[src/design/thick_polyline_quad_expander_macros.svh]
// Assertion macros used by tpq_back.
`ifndef THICK_POLYLINE_QUAD_EXPANDER_MACROS_SVH
`define THICK_POLYLINE_QUAD_EXPANDER_MACROS_SVH
// Implication checked on every rising clock edge outside reset.
`define TPQ_ASSERT_IMP(label, clk, rst_n, ante, cons, msg) \
	label: assert property (@(posedge clk) disable iff (!rst_n) (ante) |-> (cons)) \
		else $error(msg);
// Next-cycle implication checked outside reset.
`define TPQ_ASSERT_NEXT(label, clk, rst_n, ante, cons, msg) \
	label: assert property (@(posedge clk) disable iff (!rst_n) (ante) |=> (cons)) \
		else $error(msg);
`endif

[src/design/tpq_pkg.sv]
// ----------------------------------------------------------------------------
// tpq_pkg
// Shared types and constants of the thick polyline quad expander.
// ----------------------------------------------------------------------------
package tpq_pkg;
	localparam int XW = 24;
	localparam int YW = 20;
	localparam int VW = 24;

	// Register indexes.
	localparam logic [2:0] REG_ITEM_WIDTH = 3'd0;
	localparam logic [2:0] REG_SIDE_PAD   = 3'd1;
	localparam logic [2:0] REG_MAX_SEG    = 3'd2;
	localparam logic [2:0] REG_LINE_WIDTH = 3'd3;
	localparam logic [2:0] REG_COLOR_RGB  = 3'd4;
	localparam logic [2:0] REG_COLOR_A    = 3'd5;
	localparam logic [2:0] REG_OPACITY    = 3'd6;

	// One segment handed from front to back.
	typedef struct packed {
		logic signed [XW-1:0] x1;
		logic signed [YW-1:0] y1;
		logic signed [XW-1:0] x2;
		logic signed [YW-1:0] y2;
	} seg_t;

	// Saturate a wide signed value to the vertex range.
	function automatic logic signed [VW-1:0] sat_v(input logic signed [27:0] v);
		logic signed [27:0] hi;
		logic signed [27:0] lo;
		hi = 28'sd8388607;
		lo = -28'sd8388608;
		if (v > hi) return 24'sh7FFFFF;
		else if (v < lo) return 24'sh800000;
		else return v[VW-1:0];
	endfunction
endpackage

[src/design/tpq_front.sv]
// ----------------------------------------------------------------------------
// tpq_front
// Accepts points, maps x, tracks the trail and queues segments to draw.
// ----------------------------------------------------------------------------
module tpq_front import tpq_pkg::*; #(
	parameter int MAX_SEGMENT_LIMIT = 4096
) (
	input  logic               clk,
	input  logic               arst_n,
	input  logic [12:0]        item_width,
	input  logic [11:0]        side_padding,
	input  logic [12:0]        max_segments,
	input  logic               in_valid,
	output logic               in_ready,
	input  logic               first_point,
	input  logic signed [17:0] x_ratio,
	input  logic signed [19:0] y_pos,
	output logic               seg_valid,
	input  logic               seg_ready,
	output seg_t               seg
);
	localparam int CW = $clog2(MAX_SEGMENT_LIMIT + 1);

	localparam logic [1:0] ST_IDLE = 2'd0;
	localparam logic [1:0] ST_MUL  = 2'd1;
	localparam logic [1:0] ST_DEC  = 2'd2;

	logic [1:0]        state_q;
	logic              first_q;
	logic [16:0]       ratio_q;
	logic signed [YW-1:0] y_q;
	logic [13:0]       usable_q;
	logic [34:0]       prod_q;
	logic signed [XW-1:0] prev_x_q;
	logic signed [YW-1:0] prev_y_q;
	logic              have_prev_q;
	logic [CW-1:0]     count_q;
	logic              out_valid_q;
	seg_t              out_q;

	logic signed [14:0] usable_w;
	logic [CW-1:0]      limit_w;
	logic signed [XW-1:0] x2_w;
	logic               dec_fire_w;

	// Usable width, segment limit, mapped x and the decide condition.
	always_comb begin
		usable_w = $signed({2'b0, (item_width == '0) ? 13'd1 : item_width})
			- $signed({2'b0, side_padding, 1'b0});
		if (usable_w < 15'sd1) usable_w = 15'sd1;
		if ({19'd0, max_segments} > 32'(MAX_SEGMENT_LIMIT))
			limit_w = CW'(MAX_SEGMENT_LIMIT);
		else
			limit_w = CW'(max_segments);
		x2_w = $signed({8'd0, side_padding, 4'd0})
			+ $signed({4'd0, 20'((prod_q + 35'd32768) >> 16)});
		dec_fire_w = (state_q == ST_DEC) && (!out_valid_q || seg_ready)
			&& !first_q && have_prev_q && (count_q < limit_w);
	end

	assign in_ready = (state_q == ST_IDLE);
	assign seg_valid = out_valid_q;
	assign seg = out_q;

	// Sequence one point: capture, multiply, decide.
	always_ff @(posedge clk or negedge arst_n) begin
		if (!arst_n) begin
			state_q <= ST_IDLE;
			have_prev_q <= 1'b0;
			count_q <= '0;
			prev_x_q <= '0;
			prev_y_q <= '0;
			out_valid_q <= 1'b0;
		end else begin
			out_valid_q <= dec_fire_w || (out_valid_q && !seg_ready);
			unique case (state_q)
				ST_IDLE: begin
					if (in_valid) begin
						first_q <= first_point;
						ratio_q <= x_ratio[17] ? 17'd0 :
							(x_ratio > 18'sd65536 ? 17'd65536 : x_ratio[16:0]);
						y_q <= y_pos;
						usable_q <= usable_w[13:0];
						state_q <= ST_MUL;
					end
				end
				ST_MUL: begin
					prod_q <= 35'(ratio_q) * 35'({usable_q, 4'd0});
					state_q <= ST_DEC;
				end
				ST_DEC: begin
					if (!out_valid_q || seg_ready) begin
						prev_x_q <= x2_w;
						prev_y_q <= y_q;
						if (first_q || !have_prev_q) begin
							count_q <= '0;
							have_prev_q <= 1'b1;
						end else if (count_q < limit_w) begin
							count_q <= count_q + 1'b1;
							out_q <= '{x1: prev_x_q, y1: prev_y_q, x2: x2_w, y2: y_q};
						end
						state_q <= ST_IDLE;
					end
				end
				default: state_q <= ST_IDLE;
			endcase
		end
	end
endmodule

[config.mk]
export PLATFORM = sky130hd
export DESIGN_NAME = tpq_front
export DESIGN_NICKNAME = d
export VERILOG_FILES = /design/src/design/thick_polyline_quad_expander_macros.svh /design/src/design/tpq_pkg.sv /design/src/design/tpq_front.sv
export SDC_FILE = /design/constraint.sdc
export NUM_CORES = 1
export LEC_CHECK = 0
export BUFFER_PORTS_ARGS = -buffer_cell sky130_fd_sc_hd__buf_2
export CAP_MARGIN = 15
export CORE_MARGIN = 3
export CORE_UTILIZATION = 30
export CTS_CLUSTER_SIZE = 16
export DETAILED_ROUTE_END_ITERATION = 8
export HOLD_SLACK_MARGIN = 0.06
export MAX_ROUTING_LAYER = met4
export PLACE_DENSITY_LB_ADDON = 0.25
export REMOVE_ABC_BUFFERS = 1
export SLEW_MARGIN = 40
export SYNTH_ARGS = -nofsm -noshare
export SYNTH_HDL_FRONTEND = slang
export SYNTH_SLANG_ARGS = --single-unit
[constraint.sdc]
create_clock -name clk -period 18.3 [get_ports clk]
set_input_delay 3.66 -clock clk [delete_from_list [all_inputs] [get_ports clk]]
set_output_delay 3.66 -clock clk [all_outputs]
set_load 0.05 [all_outputs]
==> metrics.md <==
| Metric | Value |
|---|---|
| Run status | `complete, no violations` |
| Critical path arrival | `just over 7 ns` |
| Gr usage total | `roughly 14%` |
| Number of synthesized register bits | `around 210` |
| Gp weighted congestion | `between 0.8 and 0.9` |
| Routed Antenna Nets | `0` |
| Slew headroom | `42.7%` |
| Syn. warnings | `0` |
| Final hold vios | `0` |
| First drt pass iteration count | `5` |
| Leakage | `8.38 nW` |
| Crit path kind | `flop to flop` |
| Via count | `about 11,000` |
| PD cells | `between 150 and 200 mW/mm^2` |
| Max Slew Vio Count | `0` |
| Max VDD drop | `~0.11 mV` |
| CTS H-tree depth | `1` |
| Async S/R FF share, synth | `between 20% and 30%` |
| Synth Area in Compound Gates | `5.55%` |
| Post-CTS setup buffers | `0` |
| HP Start | `prev_y_q[13]` |
| Mux contribution to synthesized area | `under 10%` |
| Type of origin of the critical path | `flop` |
| Grt ovf | `0` |
| Vias per cell | `approximately 4.7` |
| Distinct cells, synth | `70` |
| Mapped Area | `approximately 0.016 sq mm` |
| CTS resizes | `0` |
| Core area | `~0.054 sq mm` |
| Mapped Cells | `approximately 1,500` |
| Reg2reg path depth | `20` |
| Fin nets | `roughly 2,000` |
| Worst Hold Path EP | `seg[57]` |
| Simple-gate share of the synthesized area | `14.4%` |
| Fmax | `around 140 MHz` |
| Initial antenna violation count | `2` |
| Final HPWL DP | `around 30,000 um` |
| Adder-cell share of the synthesized area | `31.6%` |
| Final worst-path cycle share | `between 30% and 40%` |
| FF-to-FF End | `prod_q[31]` |
| Die area | `0.0578 sq mm` |
| Share of cells above drive strength 1 | `around 17%` |
| CTS tree | `yes` |
| Routed wire length per instance | `roughly 17 um` |
| Input/output buffers | `162` |
| I/O Pins | `about 170` |
| Largest net degree at the start of global routing | `75` |
| Max-Cap Viols | `0` |
| XOR/XNOR share of the synthesized area | `3.14%` |
| Post-synth EDFFs | `between 150 and 200` |
| Worst-margin pin slew | `0.860 ns` |
| CTS Buffer Depth | `3` |
| CP required | `18.58 ns` |
| Setup_tns | `0 ns` |
| Clock latency at the later pin of the worst-skew pair | `between 0.5 and 0.6 ns` |
| RSZ-0062 raised after global routing | `no` |
| WL final | `about 40,000 um` |
| Syn_area_per_cell | `around 11 sq um` |
| Die span in x | `240 um` |
| Clock root cell | `clkbuf_16` |
| Final Skew | `~0.0094 ns` |
| Crit path max fanout | `17` |
| First-pass GRT wire length | `between 60,000 and 70,000 um` |
| Hold-fix buffers at CTS | `0` |
| Top FF cell, synth | `edfxtp_1` |
| Min-delay worst type | `flop to flop` |
| Area grow syn2layout | `14.3%` |
| Hold path depth | `0` |
| Sink Count | `roughly 210` |
| Die H | `240 um` |
| Starting Density | `30.5%` |
| Main combinational cell family by area after synthesis | `adder cells` |
| R2R Setup Slk | `11.34 ns` |
| Sequential share of the synthesized area | `between 30% and 40%` |
| Vias in the first global route | `11,400` |
| Post-Layout Cell Count | `2,312` |
| Critical Path End Type | `flop` |
| Cells after DPL | `2,265` |
| Final setup vio count | `0` |
| Clk pin slew, worst setup/hold paths | `about 0.070 ns` |
| Filler instances | `~5,400` |
| Total CTS buffers | `24` |
| Min Tclk post-route | `roughly 7.0 ns` |
| Standard-cell row count | `85` |
| RR Startpoint | `usable_q[3]` |
| Residual DRC | `0` |
| Drt initial violations | `600` |
-- synth_stat cells, types with 23 or more instances --
master      n  area share (%)
inv_1     194             4.4
fa_1      178              22
nand2_1   167             3.8
edfxtp_1  152              28
and2_1    133             5.1
ha_1      131             9.9
dfrtp_1    57             8.7
clkbuf_1   53             1.2
mux2_2     39             2.7
xnor2_1    36             1.9
nor2_1     34            0.77
a21oi_1    32            0.97
xor2_1     23             1.2
-- layer usage --
metal / wire length (um) / share of wire [%] / global-route usage, %
met4: 774 / 1.9 / 3.06
met3: 2060 / 5.1 / 1.80
met1: 18700 / 47 / 19.4
met5: 0 / 0 / -
met2: 18600 / 46 / 23.4
-- critical path, cell delays in order (launching register included) --
cell	delay (ns)
edfxtp_1	0.73
and2_1	0.34
fa_1	0.51
inv_1	0.06
fa_1	0.53
inv_1	0.05
fa_1	0.54
fa_1	0.44
fa_1	0.56
inv_1	0.07
fa_1	0.53
inv_1	0.04
ha_1	0.36
a21oi_1	0.17
o21a_1	0.13
nor2_1	0.05
a2111oi_2	0.50
a311oi_1	0.27
or3_1	0.47
a31oi_1	0.24
xnor2_1	0.10
-- cells in the final DEF, fill, tap and decap left out, drive strengths merged, types with 4 or more instances in the layout --
cell type / instances
or2: 6
mux2: 40
edfxtp: 152
or3: 7
conb: 9
nand2: 167
nor2b: 12
dfrtp: 57
xnor2: 36
a211oi: 7
a21oi: 32
clkinv: 6
and2: 133
and3: 6
or4: 5
o21a: 9
inv: 195
fa: 178
o211ai: 5
buf: 167
a21o: 10
nor3: 10
o41ai: 4
ha: 131
xor2: 23
o21ai: 28
nor2: 34
nor4: 16
nand4: 16
nand2b: 12
clkbuf: 32
a31oi: 6
nand3: 20
-- sequential cells by signal (all words and copies together), names as in the netlist --
name,count
seg_valid,1
ratio_q,17
prev_x_q,20
state_q,2
prev_y_q,20
seg,80
usable_q,14
prod_q,20
have_prev_q,1
y_q,20
count_q,13
first_q,1
-- cells by family (layout without fill, tap and decap cells) --
kind of cell	after synthesis	in the layout
buf+inv	257	405
simple gates	450	450
mux	43	43
flops	209	209
xor+xnor	59	59
fa+ha+maj	309	309
compound gates	130	130
other cells	1	11
-- stage by stage --
stage	hold WS [ns]	utilization, %	worst slack (ns)	total power, mW	instance area (sq um)
3_3_place_gp	0.425	33.3	11.03	2.57	18000
3_5_place_dp	0.427	33.3	11.17	2.59	18000
5_1_grt	0.447	34.9	11.08	3.38	18800
6_report	0.438	34.9	11.34	3.07	18800
2_1_floorplan	0.420	-	7.84	2.17	16200
4_1_cts	0.442	34.8	11.34	3.11	18800
-- how the worst max path moves through the flow --
| stage | start | cells after the start | endpoint | slack (ns) |
|---|---|---|---|---|
| after floorplan | seg_ready | 6 | seg[0] | 7.84 |
| after global placement | max_segments[12] | 13 | seg[35] | 11.03 |
| after detailed placement | max_segments[12] | 13 | seg[79] | 11.17 |
| after CTS | usable_q[3] | 20 | prod_q[31] | 11.34 |
| after global routing | usable_q[3] | 20 | prod_q[31] | 11.08 |
| final | usable_q[3] | 20 | prod_q[31] | 11.34 |
-- cell type report --
cell class                 count  area, sq um  area share (%)
inverter                     194          728            3.87
multi-input combinational   1000         9550            50.7
antenna                        2         5.00          0.0266
tap                          696          871            4.62
clock inverter                12          153           0.811
timing repair buffer         167          856            4.54
clock buffer                  32          682            3.62
sequential                   209         5990            31.8
-- power by group --
group	internal (mW)	switching, mW	total [mW]
logic	0.786	1.00	1.79
clock network	0.305	0.192	0.497
registers	0.711	0.0754	0.786
Power figures use the tool's default switching activity.
